**src/sv/scd_pkg.sv**
```systemverilog
// Shared types and constants of the scanline dimmer.
`timescale 1ns / 1ps
`default_nettype none

package scd_pkg;

  // Widths of the pixel words and of the configuration fields.
  localparam int WORD_W    = 32;
  localparam int PCT_W     = 7;
  localparam int FACTOR_W  = 9;
  localparam int APB_AW    = 4;
  localparam int APB_DW    = 32;

  // Percentage at which the gap line is fully blanked.
  localparam logic [PCT_W-1:0] PCT_FULL = 7'd100;

  // Division by 100 as a multiply by a rounded-up reciprocal and a shift.
  // It is exact for every dividend below 2^15.
  localparam int RECIP_SHIFT = 21;
  localparam int RECIP_W     = 15;
  localparam logic [RECIP_W-1:0] RECIP_MUL = 15'd20972;

  // Channel masks for two packed RGB565 pixels.
  localparam logic [WORD_W-1:0] MASK_565_LO_IN  = 32'h07e0_f81f;
  localparam logic [WORD_W-1:0] MASK_565_HI_IN  = 32'h07c0_f83f;
  localparam logic [WORD_W-1:0] MASK_565_LO_OUT = 32'hfc1f_03e0;
  localparam logic [WORD_W-1:0] MASK_565_HI_OUT = 32'hf81f_07e0;

  // Channel masks for one ARGB8888 pixel.
  localparam logic [WORD_W-1:0] MASK_8888_RB_IN  = 32'h00ff_00ff;
  localparam logic [WORD_W-1:0] MASK_8888_RB_OUT = 32'hff00_ff00;
  localparam logic [WORD_W-1:0] MASK_8888_G      = 32'h0000_ff00;

  // Register indexes of the configuration port.
  localparam logic [1:0] REG_PERCENT = 2'd0;
  localparam logic [1:0] REG_INTERP  = 2'd1;
  localparam logic [1:0] REG_FORMAT  = 2'd2;

  // Pixel format codes.
  localparam logic FMT_RGB565   = 1'b0;
  localparam logic FMT_ARGB8888 = 1'b1;

  // What the datapath does with a word.
  typedef enum logic [1:0] {
    MODE_COPY  = 2'd0,
    MODE_BLANK = 2'd1,
    MODE_DIM   = 2'd2
  } mode_t;

  // Settings derived from the registers, handed to the datapath.
  typedef struct packed {
    mode_t               mode;
    logic                interp;
    logic                fmt;
    logic [FACTOR_W-1:0] factor;
  } ctrl_t;

endpackage

`default_nettype wire

```
**src/sv/scd_in_if.sv**
```systemverilog
// Input channel: upper and lower pixel words with valid and ready.
`timescale 1ns / 1ps
`default_nettype none

interface scd_in_if;
  logic        valid;
  logic        ready;
  logic [31:0] upper_word;
  logic [31:0] lower_word;

  modport source (output valid, output upper_word, output lower_word, input ready);
  modport sink   (input valid, input upper_word, input lower_word, output ready);
endinterface

`default_nettype wire

```
**src/sv/scd_out_if.sv**
```systemverilog
// Result channel: gap pixel word with valid and ready.
`timescale 1ns / 1ps
`default_nettype none

interface scd_out_if;
  logic        valid;
  logic        ready;
  logic [31:0] gap_word;

  modport source (output valid, output gap_word, input ready);
  modport sink   (input valid, input gap_word, output ready);
endinterface

`default_nettype wire

```
**src/sv/scanline_dimmer_core.sv**
```systemverilog
// Top level of the scanline dimmer: configuration port and dimming pipeline.
// A beat passes the input register, then the result register, before it leaves.
// Throughput: one word per clock unless the result stalls, held by the input and result
// registers of the pipeline.
// A stalled result still lets one further beat into the input register.
// Reset (synchronous, active low) empties the pipeline and clears the configuration to 0.
// A configuration write takes effect for beats accepted from the cycle after it.
`timescale 1ns / 1ps
`default_nettype none

module scanline_dimmer_core (
  input  wire logic        clk,
  input  wire logic        rst_n,
  scd_in_if.sink           in_bus,
  scd_out_if.source        out_bus,
  input  wire logic        cfg_psel,
  input  wire logic        cfg_penable,
  input  wire logic        cfg_pwrite,
  input  wire logic [3:0]  cfg_paddr,
  input  wire logic [31:0] cfg_pwdata,
  output logic      [31:0] cfg_prdata,
  output logic             cfg_pready
);

  scd_pkg::ctrl_t ctrl;

  // Register file and derived settings.
  scd_cfg_regs u_cfg (
    .clk         (clk),
    .rst_n       (rst_n),
    .cfg_psel    (cfg_psel),
    .cfg_penable (cfg_penable),
    .cfg_pwrite  (cfg_pwrite),
    .cfg_paddr   (cfg_paddr),
    .cfg_pwdata  (cfg_pwdata),
    .cfg_prdata  (cfg_prdata),
    .cfg_pready  (cfg_pready),
    .ctrl        (ctrl)
  );

  // Pixel pipeline.
  scd_datapath u_dp (
    .clk     (clk),
    .rst_n   (rst_n),
    .ctrl    (ctrl),
    .in_bus  (in_bus),
    .out_bus (out_bus)
  );

endmodule

`default_nettype wire

```
**src/sv/scd_cfg_regs.sv**
```systemverilog
// Configuration registers on the APB-style port and the derived dimming settings.
`timescale 1ns / 1ps
`default_nettype none

module scd_cfg_regs (
  input  wire logic                       clk,
  input  wire logic                       rst_n,
  input  wire logic                       cfg_psel,
  input  wire logic                       cfg_penable,
  input  wire logic                       cfg_pwrite,
  input  wire logic [scd_pkg::APB_AW-1:0] cfg_paddr,
  input  wire logic [scd_pkg::APB_DW-1:0] cfg_pwdata,
  output logic      [scd_pkg::APB_DW-1:0] cfg_prdata,
  output logic                            cfg_pready,
  output scd_pkg::ctrl_t                  ctrl
);

  logic [scd_pkg::PCT_W-1:0] pct_r, pct_nxt;
  logic                      interp_r, interp_nxt;
  logic                      fmt_r, fmt_nxt;
  scd_pkg::ctrl_t            ctrl_r, ctrl_nxt;

  logic                              wr_en;
  logic [1:0]                        reg_idx;
  logic [scd_pkg::PCT_W-1:0]         remain;
  logic [scd_pkg::RECIP_W-1:0]       scaled;
  logic [2*scd_pkg::RECIP_W-1:0]     recip_prod;

  assign cfg_pready = 1'b1;
  assign wr_en      = cfg_psel && cfg_penable && cfg_pwrite && cfg_pready;
  assign reg_idx    = cfg_paddr[3:2];

  // Register writes.
  always_comb begin
    pct_nxt    = pct_r;
    interp_nxt = interp_r;
    fmt_nxt    = fmt_r;
    if (wr_en) begin
      unique case (reg_idx)
        scd_pkg::REG_PERCENT: pct_nxt    = cfg_pwdata[scd_pkg::PCT_W-1:0];
        scd_pkg::REG_INTERP:  interp_nxt = cfg_pwdata[0];
        scd_pkg::REG_FORMAT:  fmt_nxt    = cfg_pwdata[0];
        default: ;
      endcase
    end
  end

  // Read-back of the registers.
  always_comb begin
    unique case (reg_idx)
      scd_pkg::REG_PERCENT: cfg_prdata = {{(scd_pkg::APB_DW-scd_pkg::PCT_W){1'b0}}, pct_r};
      scd_pkg::REG_INTERP:  cfg_prdata = {{(scd_pkg::APB_DW-1){1'b0}}, interp_r};
      scd_pkg::REG_FORMAT:  cfg_prdata = {{(scd_pkg::APB_DW-1){1'b0}}, fmt_r};
      default:              cfg_prdata = '0;
    endcase
  end

  // Brightness factor: (100 - pct) scaled by 16, 32, 128 or 256, then divided by 100.
  // Halving the divisor for interpolation is folded into the scale.
  always_comb begin
    remain = scd_pkg::PCT_FULL - pct_r;
    unique case ({fmt_r, interp_r})
      2'b00:   scaled = {3'd0, remain, 5'd0};
      2'b01:   scaled = {4'd0, remain, 4'd0};
      2'b10:   scaled = {remain[6:0], 8'd0};
      default: scaled = {1'b0, remain, 7'd0};
    endcase
    recip_prod = scaled * scd_pkg::RECIP_MUL;

    ctrl_nxt.interp = interp_r;
    ctrl_nxt.fmt    = fmt_r;
    ctrl_nxt.factor = recip_prod[scd_pkg::RECIP_SHIFT +: scd_pkg::FACTOR_W];
    if (pct_r >= scd_pkg::PCT_FULL) begin
      ctrl_nxt.mode = scd_pkg::MODE_BLANK;
    end else if (pct_r == '0) begin
      ctrl_nxt.mode = scd_pkg::MODE_COPY;
    end else begin
      ctrl_nxt.mode = scd_pkg::MODE_DIM;
    end
  end

  // The derived settings are registered, so the factor multiply does not
  // chain into the channel multiplies of the datapath.
  always_ff @(posedge clk) begin
    if (!rst_n) begin
      pct_r    <= '0;
      interp_r <= 1'b0;
      fmt_r    <= scd_pkg::FMT_RGB565;
      ctrl_r   <= '{mode: scd_pkg::MODE_COPY, interp: 1'b0, fmt: scd_pkg::FMT_RGB565,
                    factor: '0};
    end else begin
      pct_r    <= pct_nxt;
      interp_r <= interp_nxt;
      fmt_r    <= fmt_nxt;
      ctrl_r   <= ctrl_nxt;
    end
  end

  assign ctrl = ctrl_r;

endmodule

`default_nettype wire

```
**src/sv/scd_datapath.sv**
```systemverilog
// Two-stage pipeline: input register, channel dimming, result register.
`timescale 1ns / 1ps
`default_nettype none

module scd_datapath (
  input  wire logic           clk,
  input  wire logic           rst_n,
  input  wire scd_pkg::ctrl_t ctrl,
  scd_in_if.sink              in_bus,
  scd_out_if.source           out_bus
);

  localparam int W = scd_pkg::WORD_W;

  logic         s1_v_r, s1_v_nxt;
  logic [W-1:0] s1_up_r, s1_lo_r;
  logic         out_v_r, out_v_nxt;
  logic [W-1:0] out_d_r, out_d_nxt;

  logic         out_adv, s1_adv;
  logic [W-1:0] lo_565, hi_565, rb_8888;
  logic [8:0]   g_8888;
  logic [W-1:0] op_a, op_b, prod_a, prod_b, dimmed;
  logic [W-1:0] factor_w;

  // Flow control: each stage moves when the one after it has room.
  assign out_adv      = !out_v_r || out_bus.ready;
  assign s1_adv       = !s1_v_r || out_adv;
  assign in_bus.ready = s1_adv;

  assign s1_v_nxt  = s1_adv ? in_bus.valid : s1_v_r;
  assign out_v_nxt = out_adv ? s1_v_r : out_v_r;

  // Channel extraction, summed with the lower word when interpolating.
  always_comb begin
    if (ctrl.interp) begin
      lo_565  = (s1_up_r & scd_pkg::MASK_565_LO_IN) + (s1_lo_r & scd_pkg::MASK_565_LO_IN);
      hi_565  = ((s1_up_r >> 5) & scd_pkg::MASK_565_HI_IN)
              + ((s1_lo_r >> 5) & scd_pkg::MASK_565_HI_IN);
      rb_8888 = (s1_up_r & scd_pkg::MASK_8888_RB_IN) + (s1_lo_r & scd_pkg::MASK_8888_RB_IN);
      g_8888  = {1'b0, s1_up_r[15:8]} + {1'b0, s1_lo_r[15:8]};
    end else begin
      lo_565  = s1_up_r & scd_pkg::MASK_565_LO_IN;
      hi_565  = (s1_up_r >> 5) & scd_pkg::MASK_565_HI_IN;
      rb_8888 = s1_up_r & scd_pkg::MASK_8888_RB_IN;
      g_8888  = {1'b0, s1_up_r[15:8]};
    end
  end

  // Two shared multipliers; both formats keep the low 32 bits of each product.
  always_comb begin
    factor_w = {{(W-scd_pkg::FACTOR_W){1'b0}}, ctrl.factor};
    if (ctrl.fmt == scd_pkg::FMT_ARGB8888) begin
      op_a = rb_8888;
      op_b = {{(W-9){1'b0}}, g_8888};
    end else begin
      op_a = lo_565;
      op_b = hi_565;
    end
    prod_a = op_a * factor_w;
    prod_b = op_b * factor_w;
    if (ctrl.fmt == scd_pkg::FMT_ARGB8888) begin
      dimmed = ((prod_a & scd_pkg::MASK_8888_RB_OUT) >> 8) | (prod_b & scd_pkg::MASK_8888_G);
    end else begin
      dimmed = ((prod_a & scd_pkg::MASK_565_LO_OUT) >> 5) | (prod_b & scd_pkg::MASK_565_HI_OUT);
    end
  end

  // Final selection between blanking, copying and dimming.
  always_comb begin
    unique case (ctrl.mode)
      scd_pkg::MODE_BLANK: out_d_nxt = '0;
      scd_pkg::MODE_COPY:  out_d_nxt = s1_up_r;
      scd_pkg::MODE_DIM:   out_d_nxt = dimmed;
      default:             out_d_nxt = '0;
    endcase
  end

  // Valid bits are reset; payload registers load with their stage.
  always_ff @(posedge clk) begin
    if (!rst_n) begin
      s1_v_r  <= 1'b0;
      out_v_r <= 1'b0;
    end else begin
      s1_v_r  <= s1_v_nxt;
      out_v_r <= out_v_nxt;
    end
  end

  always_ff @(posedge clk) begin
    if (s1_adv) begin
      s1_up_r <= in_bus.upper_word;
      s1_lo_r <= in_bus.lower_word;
    end
    if (out_adv) begin
      out_d_r <= out_d_nxt;
    end
  end

  assign out_bus.valid    = out_v_r;
  assign out_bus.gap_word = out_d_r;

  // A blanked beat leaves the pipeline as zero.
  a_blank_zero: assert property (@(posedge clk) disable iff (!rst_n)
    (s1_v_r && out_adv && ctrl.mode == scd_pkg::MODE_BLANK) |=> (out_d_r == '0))
    else $error("blanked beat is not zero");

  // A copied beat leaves the pipeline as its upper word.
  a_copy_upper: assert property (@(posedge clk) disable iff (!rst_n)
    (s1_v_r && out_adv && ctrl.mode == scd_pkg::MODE_COPY) |=> (out_d_r == $past(s1_up_r)))
    else $error("copied beat differs from upper word");

  // Dimmed ARGB8888 never carries alpha.
  a_no_alpha: assert property (@(posedge clk) disable iff (!rst_n)
    (s1_v_r && out_adv && ctrl.mode == scd_pkg::MODE_DIM &&
     ctrl.fmt == scd_pkg::FMT_ARGB8888) |=> (out_d_r[31:24] == 8'd0))
    else $error("alpha byte set in dimmed beat");

  // A beat held in the first stage is not dropped while the result stalls.
  a_s1_hold: assert property (@(posedge clk) disable iff (!rst_n)
    (s1_v_r && !out_adv) |=> (s1_v_r && $stable(s1_up_r)))
    else $error("first stage lost a beat under stall");

endmodule

`default_nettype wire

```
**src/flat_wrapper.sv**
```systemverilog
// flat-port wrapper written by rule: the top's interface ports become plain ports
module scanline_dimmer_core_flat 
  (clk, rst_n, cfg_psel, cfg_penable, cfg_pwrite, cfg_paddr, cfg_pwdata, cfg_prdata, cfg_pready, in_bus_valid, in_bus_upper_word, in_bus_lower_word, in_bus_ready, out_bus_valid, out_bus_gap_word, out_bus_ready);
  scd_in_if in_bus_i ();
  scd_out_if out_bus_i ();
  input  wire logic clk;
  input  wire logic rst_n;
  input  wire logic cfg_psel;
  input  wire logic cfg_penable;
  input  wire logic cfg_pwrite;
  input  wire logic [3:0] cfg_paddr;
  input  wire logic [31:0] cfg_pwdata;
  output logic      [31:0] cfg_prdata;
  output logic cfg_pready;
  input wire logic [$bits(in_bus_i.valid)-1:0] in_bus_valid;
  input wire logic [$bits(in_bus_i.upper_word)-1:0] in_bus_upper_word;
  input wire logic [$bits(in_bus_i.lower_word)-1:0] in_bus_lower_word;
  output wire logic [$bits(in_bus_i.ready)-1:0] in_bus_ready;
  output wire logic [$bits(out_bus_i.valid)-1:0] out_bus_valid;
  output wire logic [$bits(out_bus_i.gap_word)-1:0] out_bus_gap_word;
  input wire logic [$bits(out_bus_i.ready)-1:0] out_bus_ready;
  assign in_bus_i.valid = in_bus_valid;
  assign in_bus_i.upper_word = in_bus_upper_word;
  assign in_bus_i.lower_word = in_bus_lower_word;
  assign in_bus_ready = in_bus_i.ready;
  assign out_bus_valid = out_bus_i.valid;
  assign out_bus_gap_word = out_bus_i.gap_word;
  assign out_bus_i.ready = out_bus_ready;
  scanline_dimmer_core u_core (.clk(clk), .rst_n(rst_n), .in_bus(in_bus_i), .out_bus(out_bus_i), .cfg_psel(cfg_psel), .cfg_penable(cfg_penable), .cfg_pwrite(cfg_pwrite), .cfg_paddr(cfg_paddr), .cfg_pwdata(cfg_pwdata), .cfg_prdata(cfg_prdata), .cfg_pready(cfg_pready));
endmodule
```
**config.mk**
```make
export PLATFORM = sky130hd
export DESIGN_NAME = scanline_dimmer_core_flat
export DESIGN_NICKNAME = d
export VERILOG_FILES = /design/src/sv/scd_pkg.sv /design/src/sv/scd_in_if.sv /design/src/sv/scd_out_if.sv /design/src/sv/scanline_dimmer_core.sv /design/src/sv/scd_cfg_regs.sv /design/src/sv/scd_datapath.sv /design/src/flat_wrapper.sv
export SDC_FILE = /design/constraint.sdc
export NUM_CORES = 1
export LEC_CHECK = 0
export BUFFER_PORTS_ARGS = -buffer_cell sky130_fd_sc_hd__buf_2
export CORE_ASPECT_RATIO = 1.75
export CORE_MARGIN = 1
export CORE_UTILIZATION = 35
export CTS_BUF_LIST = sky130_fd_sc_hd__clkbuf_4 sky130_fd_sc_hd__clkbuf_8
export DETAILED_ROUTE_END_ITERATION = 10
export SLEW_MARGIN = 25
export SYNTH_ARGS = -nofsm -noshare
export SYNTH_HDL_FRONTEND = slang
export SYNTH_HIERARCHICAL = 1
export SYNTH_SLANG_ARGS = --single-unit
```
**constraint.sdc**
```tcl
create_clock -name clk -period 6.4 [get_ports clk]
set_input_delay 1.92 -clock clk [delete_from_list [all_inputs] [get_ports clk]]
set_output_delay 1.92 -clock clk [all_outputs]
set_load 0.02 [all_outputs]
```
-- Word level (Yosys, flattened, before mapping)
Cells that the tools add are included.
- add/subtract/negate cells: 5
- $mul: 3
- div/mod/pow operators: 0
- order comparisons: 1
- equality and inequality tests: 5
- shift operators: 0
- multiplexer cells: 12
- bitwise logic cells: 3
- reduce and logical (&&, ||, !) cells: 14
- operators by type and width (cell ; number):
    32-bit 2-to-1 mux ; 5
    32-bit by 9-bit multiplier with 32-bit output ; 2
    32-bit case mux with 2 select lines ; 1
    27-bit by 27-bit adder with 28-bit output ; 2
    15-bit case mux with 3 select lines ; 1
    27-bit by 32-bit OR with 32-bit output ; 1
    15-bit by 13-bit multiplier with 28-bit output, second input constant ; 1
    28-bit 2-to-1 mux ; 1
    24-bit by 24-bit adder with 25-bit output ; 1
    24-bit by 16-bit OR with 24-bit output ; 1
    7-bit case mux with 3 select lines ; 1
    8-bit by 8-bit adder with 9-bit output ; 1
    9-bit 2-to-1 mux ; 1
    7-bit greater-or-equal comparator, second input constant ; 1
    7-bit zero test ; 1
    7-bit subtractor, first input constant ; 1
    2-bit == test, second input constant ; 3
    2-bit zero test ; 3
    2-bit AND reduction ; 3
    2-bit by 1-bit == test with 1-bit output, second input constant ; 2
    1-bit logical AND ; 2
    1-bit zero test ; 2
    1-bit logical OR ; 2
    2-bit 2-to-1 mux ; 1
    other kinds (3) ; 3
- flip-flop bits (word level): 120
- latch bits: 0
- memory bits (writable): 0
- ROM bits: 0
- input port bits: 107
- output and inout bits: 67
- word-level logic and storage cells: 56
- memories kept: 0

-- Depth between registers and ports, before layout
- word-level depth: 7
- mapped depth: 31
- mapped depth without buffers: 30

-- Cells and area by module
The synthesis kept the hierarchy.
- modules (own cells, without submodules) (module ; instances ; cells an instance ; area an instance (µm²) ; sequential area each (µm²)):
    scd_datapath ; 1 ; 1919 ; 17859.6 ; 2922.8
    scd_cfg_regs ; 1 ; 473 ; 4286.6 ; 440.4

-- Worst setup path after synthesis
OpenSTA, ideal clock, no wires.
- path type: register to register
- start: register u_core.u_dp.s1_up_r[16]
- end: register u_core.u_dp.out_d_r[23] (netlist: u_core/u_dp/out_bus.gap_word[23]) (data pin)
- setup time: 0.158 ns
- data arrival time: 6.649 ns
- required time: 6.242 ns
- slack: -0.407 ns
- stages on the path, launching flop included: 28
- buffers on the path: 0
- clock period less this slack: 6.807 ns
- cells stage by stage: edfxtp_1 > ha_1 > fa_1 > a21o_1 > a21oi_1 > o21bai_1 > a21oi_1 > xnor2_1 > mux2i_1 > a21oi_1 > nand2_1 > fa_1 > inv_1 > fa_1 > inv_1 > fa_1 > inv_1 > fa_1 > ha_1 > and3_1 > a221o_1 > a21o_1 > a221oi_2 > a211oi_1 > o22ai_2 > xnor3_1 > nor2b_4 > a211oi_2
- word-level cells in the longest chain between the ends: 7
- elaborated cells between the ends (all ways): 8
- those cells by class: add/sub: 1; mul: 1; mux: 4; bitwise: 2
- RTL lines (what ; RTL line ; RTL):
    start, declared ; scd_datapath.sv:16 ; logic [W-1:0] s1_up_r, s1_lo_r;
    start signal, assigned ; scd_datapath.sv:92 ; s1_up_r <= in_bus.upper_word;
    24-bit by 24-bit adder with 25-bit output ; scd_datapath.sv:40 ; rb_8888 = (s1_up_r & scd_pkg::MASK_8888_RB_IN) + (s1_lo_r & scd_pkg::MASK_8888_RB_IN);
    32-bit 2-to-1 mux (*) ; scd_datapath.sv:36 ; if (ctrl.interp) begin
    32-bit 2-to-1 mux (*) ; scd_datapath.sv:53 ; if (ctrl.fmt == scd_pkg::FMT_ARGB8888) begin
    32-bit by 9-bit multiplier with 32-bit output (*) ; scd_datapath.sv:60 ; prod_a = op_a * factor_w;
    27-bit by 32-bit OR with 32-bit output or 24-bit by 16-bit OR with 24-bit output (tied branches) ; scd_datapath.sv:65, scd_datapath.sv:63 ;
    32-bit 2-to-1 mux (*) ; scd_datapath.sv:62 ; if (ctrl.fmt == scd_pkg::FMT_ARGB8888) begin
    32-bit case mux with 2 select lines (*) ; scd_datapath.sv:71 ; unique case (ctrl.mode)
    net u_core.u_dp.out_d_nxt[23] ; scd_datapath.sv:18 ; logic [W-1:0] out_d_r, out_d_nxt;
    end signal, assigned ; scd_datapath.sv:96 ; out_d_r <= out_d_nxt;
    end, declared ; scd_datapath.sv:18 ;
Mark *: on every way through the listed nets, which the timed path passes. The rest lies on a longest branch.
A chain may end at the register's enable or synchronous reset.

-- Worst setup path after layout
- start: register u_core.u_dp.s1_up_r[8]
- end: register u_core.u_dp.out_d_r[30] (netlist: u_core/u_dp/out_bus.gap_word[30]) (data pin)
- word-level cells in the longest chain between the ends: 7
- elaborated cells between the ends (all ways): 9
- those cells by class: add/sub: 2; mul: 1; mux: 5; bitwise: 1
- RTL lines (what ; RTL line ; RTL):
    27-bit by 27-bit adder with 28-bit output or 8-bit by 8-bit adder with 9-bit output (tied branches) ; scd_datapath.sv:39, scd_datapath.sv:41 ;
    32-bit 2-to-1 mux or 9-bit 2-to-1 mux (tied branches) ; scd_datapath.sv:36 ;
    32-bit 2-to-1 mux (*) ; scd_datapath.sv:53 ;
    32-bit by 9-bit multiplier with 32-bit output (*) ; scd_datapath.sv:61 ; prod_b = op_b * factor_w;
    27-bit by 32-bit OR with 32-bit output (*) ; scd_datapath.sv:65 ; dimmed = ((prod_a & scd_pkg::MASK_565_LO_OUT) >> 5) | (prod_b & scd_pkg::MASK_565_HI_OUT);
    32-bit 2-to-1 mux (*) ; scd_datapath.sv:62 ;
    32-bit case mux with 2 select lines (*) ; scd_datapath.sv:71 ;
    net u_core.u_dp.out_d_nxt[30] ; scd_datapath.sv:18 ;
Marks and branches as above.

==> out/summary.txt <==
Hold Path Class - flop to flop
Synth-to-layout area growth - 23.8%
DP Wirelength - 53000 µm
First-pass GRT wire length - 103000 µm
Power per cell area - 304 nW/µm²
Setup crit end kind - flop
DRC marker count from the first detailed-route iteration - 654
WL final - 64800 µm
# nets final - 3445
Setup total negative slack - -6.00 ns
Routed vias/inst - 5.01
Number of slew-limit violations in the final report - 0
Post-Syn Area - 22100 µm²
Library cell with the highest instance count after synthesis - sky130_fd_sc_hd__inv_1
Die Footprint - 64300 µm²
# IOs - 174
Required time worst endpoint - 6.65 ns
CP max stage delay - 0.59 ns
Synthesized instance count - 2392
Peak VDD IR - 0.202 mV
Ranking of synthesized cells by area - sky130_fd_sc_hd__fa_1 (29%), sky130_fd_sc_hd__ha_1 (13%), sky130_fd_sc_hd__edfxtp_1 (13%), sky130_fd_sc_hd__inv_1 (7.3%), sky130_fd_sc_hd__and2_1 (5.3%)
Cell chosen for the clock root - sky130_fd_sc_hd__clkbuf_8
Critical Path Start Type - flop
Placed cell count - 3512
Effective utilization at floorplan - 0.355
Vertical die dimension - 335 µm
Area used by multi-input combinational logic - 17700 µm²
Mean instance size in the synthesized netlist - 9.26 µm²
MaxCap Viol Count - 0
Clock latency at the later pin of the worst-skew pair - 0.50 ns
Run status - finished, violations left
Number of antenna violations at the first check in global routing - 4
Number of unique standard cell types used by synthesis - 94
Final setup violation count - 24
Flip-flop and latch count after synthesis - 120
Final instance count without filler cells - 3599
WL per Instance - 18.0 µm
Portion of total power attributed to sequential cells - 0.129
Power, Total - 8.33 mW
Clock Power Share - 0.083
Cell occurring most often along the worst timing path - sky130_fd_sc_hd__fa_1
Worst Setup Slack, final - -0.513 ns
Util after Layout - 0.440
P_leak - 13.4 nW
Share of flip-flops with an asynchronous set or reset after synthesis - 0
Kind of critical path - flop to flop
Routability congestion estimate from global placement - 0.919
Via Count - 18000
Dominant register cell in the synthesized netlist - sky130_fd_sc_hd__edfxtp_1
Number of clock sinks - 120
Number of antenna-violating nets in the routed design - 0
Violated checks - negative setup slack
Core footprint - 62400 µm²
Total clock buffers created by CTS - 17
Synth cell count leaders - sky130_fd_sc_hd__inv_1 (428), sky130_fd_sc_hd__fa_1 (316), sky130_fd_sc_hd__ha_1 (237)
YS warnings - 6
Final critical-path share of the clock period - 1.08
Post-CTS clock slew at the launch and capture registers of the worst setup and hold paths - 0.10 ns
Maximum number of pins on one net before global-route repair - 65
Worst-path maximum fanout - 4
Library cell contributing the largest single delay on the critical path - sky130_fd_sc_hd__mux4_2
Post-synthesis sequential area ratio - 0.152
Cell internal pwr - 4.18 mW
Data arrival time of the worst path - 7.16 ns
Number of global-route vias before repair - 20400
Tot GR Track Use - 0.208
GRT overflow - 0
Maximum level of the CTS H-tree - 4
Share of power burned in combinational logic - 0.788
Relative slew slack - 0.332
Maximum number of buffers from clock root to sink - 2
Net Switching - 4.15 mW
Hold buffer count at CTS - 0
Number of flops mapped to enable cells by yosys - 96
Share of the synthesized area in the top cell type - 0.286
Cell type contributing the most total cell area after synthesis - sky130_fd_sc_hd__fa_1
Max Fclk - 145 MHz
Total number of placement rows - 121
Fill cell instance count of the final layout - 6111
Minimum period implied by the final worst setup slack - 6.91 ns
First-pass DRT Iterations - 5
DRC violation count after routing - 0
Final hold violation count - 0
Fraction of layout instances using a drive strength above 1 - 0.259
Switching part of the total power - 0.498
Worst slew pin tran - 1.00 ns
Reg area - 3370 µm²
Setup repair after global routing missed its margin - yes
Clock tree from TritonCTS - yes
Final setup skew - 0.0307 ns
Die X-Extent - 192 µm
Number of port buffers - 120
-- power by group through the flow --
stage	combinational, mW	sequential [mW]	clock [mW]
floorplan	3.69	1.01	0
global placement	5.57	1.08	0
detailed placement	5.70	1.08	0
CTS	6.44	1.07	0.715
global route	7.30	1.08	0.742
finish	6.57	1.07	0.693
-- worst paths after layout --
kind,start,endpoint,slack (ns),depth (start not counted)
max,u_core/u_dp/s1_up_r[8],u_core/u_dp/out_bus.gap_word[30],-0.51,30
min,u_core/u_dp/s1_v_r,u_core/u_dp/out_bus.valid,0.53,1
max reg2reg,u_core/u_dp/s1_up_r[8],u_core/u_dp/out_bus.gap_word[30],-0.51,30
min reg2reg,u_core/u_dp/s1_v_r,u_core/u_dp/out_bus.valid,0.53,1
-- sequential cells by signal (all words and copies together) (netlist names) --
name / cells
u_core/u_dp/s1_v_r: 1
u_core/u_dp/out_bus.gap_word: 32
u_core/u_dp/s1_up_r: 32
u_core/u_cfg/pct_r: 7
u_core/u_dp/s1_lo_r: 32
u_core/u_cfg/fmt_r: 1
u_core/u_dp/out_bus.valid: 1
u_core/u_cfg/interp_r: 1
u_core/u_cfg/ctrl: 13
-- critical path, delay by kind of cell (launching register included) --
family | cells | cell delay [ns]
AO/OA/AOI/OAI | 10 | 1.69
XOR/XNOR | 1 | 0.14
adder cells (fa/ha/maj) | 6 | 2.49
buffers and inverters | 8 | 0.88
flip-flops | 1 | 0.41
multiplexers | 1 | 0.59
AND/OR/NAND/NOR | 4 | 0.47
-- metal layers --
layer	global-route usage	vias up	share of wire
met1	0.210	9032	0.36
met2	0.404	414	0.56
met5	0	-	0.00015
li1	-	8408	-
met4	0.126	2	0.058
met3	0.0173	176	0.027
-- cell families (layout without fill, tap and decap cells) --
group | count (synthesis) | after routing | share of synthesized area
simple gates | 705 | 705 | 0.162
fa+ha+maj | 555 | 555 | 0.421
buf+inv | 547 | 929 | 0.0998
compound gates | 324 | 324 | 0.101
flops | 120 | 120 | 0.152
xor+xnor | 89 | 89 | 0.0379
mux | 50 | 50 | 0.0269
other cells | 2 | 28 | 0.000339
-- through the flow --
stage	instance area (µm²)	hold WS (ns)	worst slack [ns]
floorplan	22300	0.463	0.0220
global placement	25500	0.500	-0.701
detailed placement	25500	0.504	-0.826
CTS	27100	0.527	-0.449
global route	27400	0.540	-0.708
finish	27400	0.527	-0.513
-- timing repair --
item | in CTS | in global routing
cloned | 0 | 0
pin swaps | 117 | 54
resized for setup | 195 | 58
endpoints found under the setup margin | 27 | 31
buffers inserted | 47 | 16
-- placed cells by master (no fill, tap or decap), types with 29 or more instances in the layout --
master,synthesis,routed
sky130_fd_sc_hd__o21ai_0,52,29
sky130_fd_sc_hd__ha_1,237,218
sky130_fd_sc_hd__mux2i_1,39,38
sky130_fd_sc_hd__xnor2_1,57,48
sky130_fd_sc_hd__nor2_1,107,105
sky130_fd_sc_hd__edfxtp_1,96,96
sky130_fd_sc_hd__fa_1,316,307
sky130_fd_sc_hd__a21oi_1,91,67
sky130_fd_sc_hd__nor2b_1,43,42
sky130_fd_sc_hd__and2_1,189,178
sky130_fd_sc_hd__nand2_1,226,215
sky130_fd_sc_hd__buf_2,13,120
sky130_fd_sc_hd__inv_1,428,410
sky130_fd_sc_hd__a21o_1,41,41
sky130_fd_sc_hd__buf_4,28,309
-- layout make-up --
| type | instances | area share |
|---|---|---|
| Sequential cell | 120 | 0.123 |
| Multi-Input combinational cell | 1749 | 0.646 |
| Tap cell | 799 | 0.0365 |
| Antenna cell | 2 | 0.000183 |
| Clock buffer | 18 | 0.00881 |
| Clock inverter | 14 | 0.00415 |
| Inverter | 435 | 0.0597 |
| Timing Repair Buffer | 462 | 0.122 |
No activity file was read; power rests on OpenSTA's default activity.
